$ cat config.mk
export PLATFORM = sky130hd
export DESIGN_NAME = linked_set_table
export DESIGN_NICKNAME = d
export VERILOG_FILES = /design/src/design/lst_pkg.sv /design/src/design/linked_set_table.sv /design/src/design/lst_store.sv
export SDC_FILE = /design/constraint.sdc
export NUM_CORES = 2
export LEC_CHECK = 0
export ABC_AREA = 1
export ABC_CLOCK_PERIOD_IN_PS = 5850
export BUFFER_PORTS_ARGS = -buffer_cell sky130_fd_sc_hd__buf_2
export CAP_MARGIN = 30
export CORE_AREA = 2 2 674 676
export DETAILED_ROUTE_END_ITERATION = 7
export DIE_AREA = 0 0 676 678
export PLACE_DENSITY = 0.44
export SLEW_MARGIN = 20
export SYNTH_ARGS = -nofsm -noshare
export SYNTH_HDL_FRONTEND = slang
export SYNTH_SLANG_ARGS = --single-unit
$ cat constraint.sdc
create_clock -name clk -period 5.85 [get_ports clk]
set_clock_uncertainty 0.1 [all_clocks]
set_input_delay 1.755 -clock clk [delete_from_list [all_inputs] [get_ports clk]]
set_output_delay 1.755 -clock clk [all_outputs]
set_load 0.01 [all_outputs]
$ cat src/design/lst_pkg.sv
package lst_pkg;

  // field widths of the stream beats
  localparam int unsigned CMD_W     = 2;
  localparam int unsigned VAL_IN_W  = 32;
  localparam int unsigned EXT_W     = 64;
  localparam int unsigned STATUS_W  = 2;
  localparam int unsigned CNT_W     = 7;
  localparam int unsigned OUT_W     = 16;

  // operation codes
  localparam logic [CMD_W-1:0] CMD_ADD    = 2'd0;
  localparam logic [CMD_W-1:0] CMD_REMOVE = 2'd1;
  localparam logic [CMD_W-1:0] CMD_SEARCH = 2'd2;

  // outcome codes
  localparam logic [STATUS_W-1:0] ST_OK   = 2'd0;
  localparam logic [STATUS_W-1:0] ST_MISS = 2'd1;
  localparam logic [STATUS_W-1:0] ST_FULL = 2'd2;

  // strobes into the entry store
  typedef struct packed {
    logic rd_en;
    logic lnk_we;
    logic val_we;
  } lst_mem_ctl_t;

endpackage

$ cat src/design/linked_set_table.sv
// channel | dir | tdata (low bit up)                       | tuser
// in_     | in  | value[31:0]                              | cmd[1:0]
// out_    | out | status[1:0] count[8:2] is_empty[9] 0[15:10] | -
//
// A search, a miss, a duplicate or a full add walks the list and answers;
// an add or remove that changes the list also passes S_ADD1, S_ADD2 or
// S_REM1, S_REM2. The walk visits 1..CAPACITY entries, one per cycle
// through the registered store read; an empty list skips it; the unused
// command gets a miss. After reset the link chain is rebuilt, in_tready low.
// One beat in flight; the next is taken while a result waits in the output
// register, and its result is held back until out_tready frees that register.
module linked_set_table #(
  parameter int unsigned CAPACITY   = 64,
  parameter int unsigned VALUE_BITS = 32
) (
  input  logic                          clk,
  input  logic                          rst_n,
  input  logic                          in_tvalid,
  output logic                          in_tready,
  input  logic [lst_pkg::VAL_IN_W-1:0]  in_tdata,   // value[31:0]
  input  logic [lst_pkg::CMD_W-1:0]     in_tuser,   // cmd[1:0]
  output logic                          out_tvalid,
  input  logic                          out_tready,
  output logic [lst_pkg::OUT_W-1:0]     out_tdata   // status, count, is_empty, pad
);
  import lst_pkg::*;

  localparam int unsigned AW = $clog2(CAPACITY);
  localparam int unsigned PW = $clog2(CAPACITY+1);
  localparam logic [PW-1:0] NIL = PW'(CAPACITY);

  typedef enum logic [3:0] {
    S_CLEAR, S_IDLE, S_WALK, S_DECIDE, S_ADD1, S_ADD2, S_REM1, S_REM2, S_RESP
  } state_t;

  state_t                state_r, state_nxt;
  logic [AW-1:0]         clr_idx_r, clr_idx_nxt;
  logic [PW-1:0]         head_r, head_nxt;
  logic [PW-1:0]         tail_r, tail_nxt;
  logic [PW-1:0]         free_r, free_nxt;
  logic [PW-1:0]         count_r, count_nxt;
  logic                  out_tvalid_r, out_tvalid_nxt;

  // per-beat working registers, no reset needed
  logic [CMD_W-1:0]      cmd_r, cmd_nxt;
  logic [VALUE_BITS-1:0] val_r, val_nxt;
  logic [PW-1:0]         cur_r, cur_nxt;
  logic [PW-1:0]         prev_r, prev_nxt;
  logic [PW-1:0]         succ_r, succ_nxt;
  logic [PW-1:0]         steps_r, steps_nxt;
  logic                  found_r, found_nxt;
  logic [STATUS_W-1:0]   status_r, status_nxt;
  logic [STATUS_W-1:0]   o_status_r, o_status_nxt;
  logic [CNT_W-1:0]      o_count_r, o_count_nxt;
  logic                  o_empty_r, o_empty_nxt;

  // store port
  lst_mem_ctl_t          mem_ctl;
  logic [AW-1:0]         rd_addr, lnk_waddr, val_waddr;
  logic [PW-1:0]         lnk_wdata, lnk_q;
  logic [VALUE_BITS-1:0] val_q;

  logic [EXT_W-1:0]      in_ext;
  logic [PW+CNT_W-1:0]   cnt_ext;
  logic                  hit;

  assign in_ext  = {{(EXT_W-VAL_IN_W){in_tdata[VAL_IN_W-1]}}, in_tdata};
  assign cnt_ext = {{CNT_W{1'b0}}, count_r};
  assign hit     = (val_q == val_r);

  assign in_tready  = (state_r == S_IDLE);
  assign out_tvalid = out_tvalid_r;
  assign out_tdata  = {{(OUT_W-STATUS_W-CNT_W-1){1'b0}}, o_empty_r, o_count_r, o_status_r};

  lst_store #(
    .CAPACITY   (CAPACITY),
    .VALUE_BITS (VALUE_BITS)
  ) u_store (
    .clk       (clk),
    .ctl       (mem_ctl),
    .rd_addr   (rd_addr),
    .lnk_waddr (lnk_waddr),
    .lnk_wdata (lnk_wdata),
    .val_waddr (val_waddr),
    .val_wdata (val_r),
    .lnk_q     (lnk_q),
    .val_q     (val_q)
  );

  always_comb begin
    state_nxt      = state_r;
    clr_idx_nxt    = clr_idx_r;
    head_nxt       = head_r;
    tail_nxt       = tail_r;
    free_nxt       = free_r;
    count_nxt      = count_r;
    cmd_nxt        = cmd_r;
    val_nxt        = val_r;
    cur_nxt        = cur_r;
    prev_nxt       = prev_r;
    succ_nxt       = succ_r;
    steps_nxt      = steps_r;
    found_nxt      = found_r;
    status_nxt     = status_r;
    o_status_nxt   = o_status_r;
    o_count_nxt    = o_count_r;
    o_empty_nxt    = o_empty_r;
    out_tvalid_nxt = out_tvalid_r && !out_tready;
    mem_ctl        = '0;
    rd_addr        = '0;
    lnk_waddr      = '0;
    lnk_wdata      = '0;
    val_waddr      = '0;

    case (state_r)
      S_CLEAR: begin
        // rebuild the free chain: entry i links to i+1
        mem_ctl.lnk_we = 1'b1;
        lnk_waddr      = clr_idx_r;
        lnk_wdata      = PW'({1'b0, clr_idx_r}) + PW'(1);
        if (clr_idx_r == AW'(CAPACITY-1)) begin
          state_nxt = S_IDLE;
        end else begin
          clr_idx_nxt = clr_idx_r + AW'(1);
        end
      end
      S_IDLE: begin
        if (in_tvalid) begin
          cmd_nxt   = in_tuser;
          val_nxt   = in_ext[VALUE_BITS-1:0];
          cur_nxt   = head_r;
          prev_nxt  = NIL;
          steps_nxt = '0;
          found_nxt = 1'b0;
          if (in_tuser == CMD_ADD || in_tuser == CMD_REMOVE || in_tuser == CMD_SEARCH) begin
            if (head_r >= NIL) begin
              state_nxt = S_DECIDE;
            end else begin
              mem_ctl.rd_en = 1'b1;
              rd_addr       = head_r[AW-1:0];
              state_nxt     = S_WALK;
            end
          end else begin
            status_nxt = ST_MISS;
            state_nxt  = S_RESP;
          end
        end
      end
      S_WALK: begin
        // store output holds value and link of cur_r
        if (hit) begin
          found_nxt = 1'b1;
          succ_nxt  = lnk_q;
          state_nxt = S_DECIDE;
        end else if (lnk_q >= NIL || steps_r == PW'(CAPACITY-1)) begin
          state_nxt = S_DECIDE;
        end else begin
          mem_ctl.rd_en = 1'b1;
          rd_addr       = lnk_q[AW-1:0];
          prev_nxt      = cur_r;
          cur_nxt       = lnk_q;
          steps_nxt     = steps_r + PW'(1);
        end
      end
      S_DECIDE: begin
        case (cmd_r)
          CMD_ADD: begin
            if (found_r) begin
              status_nxt = ST_MISS;
              state_nxt  = S_RESP;
            end else if (count_r >= NIL || free_r >= NIL) begin
              status_nxt = ST_FULL;
              state_nxt  = S_RESP;
            end else begin
              mem_ctl.rd_en = 1'b1;
              rd_addr       = free_r[AW-1:0];
              state_nxt     = S_ADD1;
            end
          end
          CMD_REMOVE: begin
            if (found_r) begin
              state_nxt = S_REM1;
            end else begin
              status_nxt = ST_MISS;
              state_nxt  = S_RESP;
            end
          end
          default: begin
            status_nxt = found_r ? ST_OK : ST_MISS;
            state_nxt  = S_RESP;
          end
        endcase
      end
      S_ADD1: begin
        // pop the free head, fill the entry as the new tail
        free_nxt       = lnk_q;
        cur_nxt        = free_r;
        mem_ctl.lnk_we = 1'b1;
        lnk_waddr      = free_r[AW-1:0];
        lnk_wdata      = NIL;
        mem_ctl.val_we = 1'b1;
        val_waddr      = free_r[AW-1:0];
        state_nxt      = S_ADD2;
      end
      S_ADD2: begin
        if (head_r >= NIL) begin
          head_nxt = cur_r;
        end else if (tail_r < NIL) begin
          mem_ctl.lnk_we = 1'b1;
          lnk_waddr      = tail_r[AW-1:0];
          lnk_wdata      = cur_r;
        end
        tail_nxt   = cur_r;
        count_nxt  = count_r + PW'(1);
        status_nxt = ST_OK;
        state_nxt  = S_RESP;
      end
      S_REM1: begin
        // unlink cur_r from its predecessor
        if (prev_r >= NIL) begin
          head_nxt = succ_r;
        end else begin
          mem_ctl.lnk_we = 1'b1;
          lnk_waddr      = prev_r[AW-1:0];
          lnk_wdata      = succ_r;
        end
        if (tail_r == cur_r) begin
          tail_nxt = prev_r;
        end
        state_nxt = S_REM2;
      end
      S_REM2: begin
        // push the entry onto the free list
        mem_ctl.lnk_we = 1'b1;
        lnk_waddr      = cur_r[AW-1:0];
        lnk_wdata      = free_r;
        free_nxt       = cur_r;
        if (count_r != '0) begin
          count_nxt = count_r - PW'(1);
        end
        status_nxt = ST_OK;
        state_nxt  = S_RESP;
      end
      S_RESP: begin
        if (!out_tvalid_r || out_tready) begin
          out_tvalid_nxt = 1'b1;
          o_status_nxt   = status_r;
          o_count_nxt    = cnt_ext[CNT_W-1:0];
          o_empty_nxt    = (count_r == '0);
          state_nxt      = S_IDLE;
        end
      end
      default: begin
        state_nxt = S_IDLE;
      end
    endcase
  end

  always_ff @(posedge clk) begin
    if (!rst_n) begin
      state_r      <= S_CLEAR;
      clr_idx_r    <= '0;
      head_r       <= NIL;
      tail_r       <= NIL;
      free_r       <= '0;
      count_r      <= '0;
      out_tvalid_r <= 1'b0;
    end else begin
      state_r      <= state_nxt;
      clr_idx_r    <= clr_idx_nxt;
      head_r       <= head_nxt;
      tail_r       <= tail_nxt;
      free_r       <= free_nxt;
      count_r      <= count_nxt;
      out_tvalid_r <= out_tvalid_nxt;
    end
    cmd_r      <= cmd_nxt;
    val_r      <= val_nxt;
    cur_r      <= cur_nxt;
    prev_r     <= prev_nxt;
    succ_r     <= succ_nxt;
    steps_r    <= steps_nxt;
    found_r    <= found_nxt;
    status_r   <= status_nxt;
    o_status_r <= o_status_nxt;
    o_count_r  <= o_count_nxt;
    o_empty_r  <= o_empty_nxt;
  end

`ifndef SYNTH
  // element count never runs past the table size
  a_count_max: assert property (@(posedge clk) disable iff (!rst_n)
    count_r <= NIL)
    else $error("element count above capacity");

  // between beats an empty list and a zero count go together
  a_head_count: assert property (@(posedge clk) disable iff (!rst_n)
    (state_r == S_IDLE) |-> ((head_r >= NIL) == (count_r == '0)))
    else $error("list head and count disagree");

  // count moves only when an entry is linked in or released
  a_count_step: assert property (@(posedge clk) disable iff (!rst_n)
    (count_r != $past(count_r)) |-> ($past(state_r) == S_ADD2 || $past(state_r) == S_REM2))
    else $error("count changed outside add or remove");

  // one beat at a time: taking a beat drops ready
  a_one_beat: assert property (@(posedge clk) disable iff (!rst_n)
    (in_tvalid && in_tready) |=> !in_tready)
    else $error("second beat taken while busy");
`endif

endmodule

$ cat src/design/lst_store.sv
module lst_store #(
  parameter int unsigned CAPACITY   = 64,
  parameter int unsigned VALUE_BITS = 32
) (
  input  logic                            clk,
  input  lst_pkg::lst_mem_ctl_t           ctl,
  input  logic [$clog2(CAPACITY)-1:0]     rd_addr,
  input  logic [$clog2(CAPACITY)-1:0]     lnk_waddr,
  input  logic [$clog2(CAPACITY+1)-1:0]   lnk_wdata,
  input  logic [$clog2(CAPACITY)-1:0]     val_waddr,
  input  logic [VALUE_BITS-1:0]           val_wdata,
  output logic [$clog2(CAPACITY+1)-1:0]   lnk_q,
  output logic [VALUE_BITS-1:0]           val_q
);
  import lst_pkg::*;

  localparam int unsigned PW = $clog2(CAPACITY+1);

  logic [PW-1:0]         lnk_mem [CAPACITY];
  logic [VALUE_BITS-1:0] val_mem [CAPACITY];

  // links: one write, one registered read
  always_ff @(posedge clk) begin
    if (ctl.lnk_we) begin
      lnk_mem[lnk_waddr] <= lnk_wdata;
    end
    if (ctl.rd_en) begin
      lnk_q <= lnk_mem[rd_addr];
    end
  end

  // values: no reset contents, only listed entries are compared
  always_ff @(posedge clk) begin
    if (ctl.val_we) begin
      val_mem[val_waddr] <= val_wdata;
    end
    if (ctl.rd_en) begin
      val_q <= val_mem[rd_addr];
    end
  end

endmodule
==> results_tabular.tex <==
\begin{tabular}{lr}
\hline
Metric & Value \\
\hline
\multicolumn{2}{l}{\textbf{Layout}} \\
\quad Share of post-route cells with drive strength above 1 & 8.43\% \\
\quad Synthesis-to-finish area growth & 15.7\% \\
\quad Fill cell instance count of the final layout & 46273 \\
\quad Post-route cell area & 135000 um2 \\
\quad Net count of the finished layout & 10763 \\
\multicolumn{2}{l}{\textbf{Drt}} \\
\quad Initial detailed-routing violation count & around 7400 \\
\quad Vias & around 78000 \\
\quad Total wirelength of the detailed-routed design & 398000 um \\
\quad DRT antenna net count & 0 \\
\quad 1st-pass router iterations & 6 \\
\quad Drt wl/cell & 23.5 um \\
\quad Post-route DRC violation count & 0 \\
\quad Per-cell via count in the routed design & 4.64 \\
\multicolumn{2}{l}{\textbf{Clocking}} \\
\quad Cts bufs inserted & 300 \\
\quad Number of buffers inserted for hold repair after clock tree synthesis & 0 \\
\quad CTS Sinks & 2649 \\
\quad Library cell used as clock root buffer & sky130\_fd\_sc\_hd\_\_clkbuf\_16 \\
\quad Source-to-sink clock delay at the later pin of the worst-skew pair & 0.88 ns \\
\quad Clock transition at the register clock pins on the worst setup and hold paths after CTS & 0.06 ns \\
\quad Total number of H-tree levels & 5 \\
\quad Buffer count from post-CTS setup fixing & 0 \\
\quad Total of cells resized after clock tree synthesis & 0 \\
\quad CTS tree & built \\
\quad Max Root-Sink Buffers & 4 \\
\multicolumn{2}{l}{\textbf{Synthesis}} \\
\quad Register area share after synthesis & 67.7\% \\
\quad Number of flops mapped to enable cells by yosys & 2610 \\
\quad Synthesized area divided by synthesized cell count & 11.0 um2 \\
\quad Area share of the largest cell type after synthesis & 67.0\% \\
\quad Synth async-reset ratio & 0\% \\
\quad Netlist area before placement & between 100000 and 150000 um2 \\
\quad Dominant synthesized flop cell & sky130\_fd\_sc\_hd\_\_edfxtp\_1 \\
\quad Unique cell type count in the Yosys netlist & 49 \\
\quad \#FFs+latches synth & 2649 \\
\quad Top cells by area, synth & sky130\_fd\_sc\_hd\_\_edfxtp\_1 67\%, sky130\_fd\_sc\_hd\_\_nand3\_1 11\%, sky130\_fd\_sc\_hd\_\_inv\_1 5.6\% \\
\quad Total number of yosys warnings & 0 \\
\quad Top cells by instance count after synthesis & 2660 x sky130\_fd\_sc\_hd\_\_nand3\_1, 2610 x sky130\_fd\_sc\_hd\_\_edfxtp\_1, 1753 x sky130\_fd\_sc\_hd\_\_inv\_1 \\
\quad Most frequent cell after synthesis & sky130\_fd\_sc\_hd\_\_nand3\_1 \\
\quad Largest area contributor in the netlist & sky130\_fd\_sc\_hd\_\_edfxtp\_1 \\
\quad Mapped Cells & 10647 \\
\multicolumn{2}{l}{\textbf{Critical path}} \\
\quad Nature of the critical path endpoint & flip-flop \\
\quad Setup Crit Path Kind & reg2reg \\
\quad Required time at the worst-slack endpoint & 6.37 ns \\
\quad Maximum net fanout on the critical path & 34 \\
\quad Kind of launch point of the worst setup path & flip-flop \\
\quad Arrival time of the worst setup path & 5.74 ns \\
\quad Launch point of the critical path & u\_store.val\_q[24] \\
\quad Worst r2r src & u\_store.val\_q[24] \\
\multicolumn{2}{l}{\textbf{Global route}} \\
\quad Wire length of the first global-routing pass & 571000 um \\
\quad Remaining Overflow, GRT & 0 \\
\quad Number of global-route vias before repair & 75242 \\
\quad Pin count of the biggest net entering global routing & 158 \\
\quad Total global-route track usage & 17.0\% \\
\quad Number of antenna violations at the first check in global routing & 11 \\
\multicolumn{2}{l}{\textbf{Placed design}} \\
\quad Post-DP HPWL & 222000 um \\
\quad Instance area after placement & 126000 um2 \\
\quad Routability congestion estimate & 0.797 \\
\quad Count of port buffers added during placement & 49 \\
\multicolumn{2}{l}{\textbf{Pwr}} \\
\quad Largest voltage drop on the vdd net & 0.238 mV \\
\quad Leakage dissipation & 50.8 nW \\
\quad Areal power density over the cells & 304 nW/um2 \\
\multicolumn{2}{l}{\textbf{STA}} \\
\quad Number of failing setup endpoints in the final timing report & 0 \\
\quad Worst Max-Slew Pin Slew & 1.09 ns \\
\quad Peak Freq & 0.191 GHz \\
\quad Tmin final & 5.22 ns \\
\quad Final Max Slew Viols & 0 \\
\quad Final Hold Viols & 0 \\
\quad Fin Setup TNS & 0 ns \\
\quad Relative slew slack & 27.1\% \\
\quad Setup repair after global routing missed its margin & false \\
\quad Final worst-path cycle share & 89.3\% \\
\multicolumn{2}{l}{\textbf{Status}} \\
\quad Status & completed \\
\multicolumn{2}{l}{\textbf{Floorplan}} \\
\quad Initial standard-cell utilization of the core & 25.9\% \\
\quad Die Ht & 678 um \\
\quad I/O Pins & 56 \\
\quad Number of placement rows & 247 \\
\quad CORE AREA & $\sim$450000 um2 \\
\quad Die boundary width & 676 um \\
\quad Full die area & 458000 um2 \\
\multicolumn{2}{l}{\textbf{Worst hold path}} \\
\quad Min-Delay Path Class & reg2reg \\
\quad Hold wc startpoint & status\_r[1] \\
\multicolumn{2}{l}{\textbf{Job}} \\
\quad Max-capacitance violation count & 0 \\
\hline
\end{tabular}
-- cells in the final DEF (no fill, tap or decap), drive strengths merged, types with 28 or more instances in the layout --
cell / n
clkbuf: 391
buf: 439
nand2: 1674
a21oi: 30
dfxtp: 39
clkinv: 112
nand3b: 826
edfxtp: 2610
nor2: 212
inv: 1768
nand3: 2660
xnor2: 28
o21ai: 43
-- layer usage --
metal  global-route usage (%)  share of wire [%]  wire [um]  up-vias
met4                     4.67                2.7      10900        0
met2                     27.8                 47     188000     2062
met3                     1.96                4.9      19700      479
met5                        0                  0          0        -
met1                     23.6                 45     179000    39501
li1                         -                  -          -    36411
-- critical path: stages, from the launching register on --
cell,delay [ns]
sky130_fd_sc_hd__edfxtp_1,0.63
sky130_fd_sc_hd__xnor2_1,0.24
sky130_fd_sc_hd__nand2_1,0.07
sky130_fd_sc_hd__nor2_1,0.44
sky130_fd_sc_hd__nand2_1,0.09
sky130_fd_sc_hd__nor2_1,0.12
sky130_fd_sc_hd__nand2_1,0.36
sky130_fd_sc_hd__nand2_1,0.26
sky130_fd_sc_hd__inv_1,0.18
sky130_fd_sc_hd__nand3_1,0.16
sky130_fd_sc_hd__nand2_4,0.23
sky130_fd_sc_hd__inv_4,0.66
sky130_fd_sc_hd__nand3_1,0.60
sky130_fd_sc_hd__nand3_1,0.60
sky130_fd_sc_hd__nand2_1,0.10
-- worst paths after layout --
path,cells after the start,endpoint,slack (ns)
worst max-delay path,14,u_store.val_q[17],0.63
worst min-delay path,0,o_status_r[1],0.32
worst max register to register,14,u_store.val_q[17],0.63
worst min register to register,0,o_status_r[1],0.32
-- registers in the layout (all words and copies together), names as in the netlist, 7 cells and up --
name	flops
prev_r	7
steps_r	7
u_store.lnk_q	7
u_store.val_mem	2048
free_r	7
u_store.val_q	32
u_store.lnk_mem	448
tail_r	7
head_r	7
o_count_r	7
succ_r	7
count_r	7
val_r	32
cur_r	7
-- logic make-up (layout without fill, tap and decap cells) --
family          after synthesis  in the layout  share of synthesized area (%)
flops                      2649           2649                           67.7
compound gates              122            122                          0.614
other cells                   1             15                        0.00321
xor+xnor                     34             34                          0.255
simple gates               5396           5396                           22.9
fa+ha+maj                     9              9                          0.103
buf+inv                    2436           2724                           8.49
-- final cells by class --
cell class                      count  area, um2  area share [%]
Antenna cell                        9       22.5          0.0166
Clock buffer                      389       8040            5.94
Clock inverter                    137       1050           0.772
Inverter                         1757       6640            4.90
Multi-Input combinational cell   5567      28600            21.1
Sequential cell                  2649      79200            58.5
Tap cell                         5976       7480            5.52
Timing Repair Buffer              441       4470            3.30
-- metrics by stage --
step	power (W)	std cells	hold WS [ns]	setup WS (ns)	util (%)
after floorplan	0.0225	10652	0.300	1.57	-
after global placement	0.0234	16374	0.336	0.0829	27.9
after detailed placement	0.0234	16385	0.328	0.135	28.0
after CTS	0.0415	16911	0.323	0.561	30.0
after global routing	0.0424	16917	0.339	0.434	30.0
final	0.0412	16925	0.320	0.627	30.0
-- where the power goes --
| part | switching (W) | internal [W] | leakage (nW) |
|---|---|---|---|
| Clock | 0.00791 | 0.0102 | 4.45 |
| Sequential | 0.0000780 | 0.0213 | 23.8 |
| Combinational | 0.00133 | 0.000275 | 22.5 |
(Power assumes the default switching activity.)
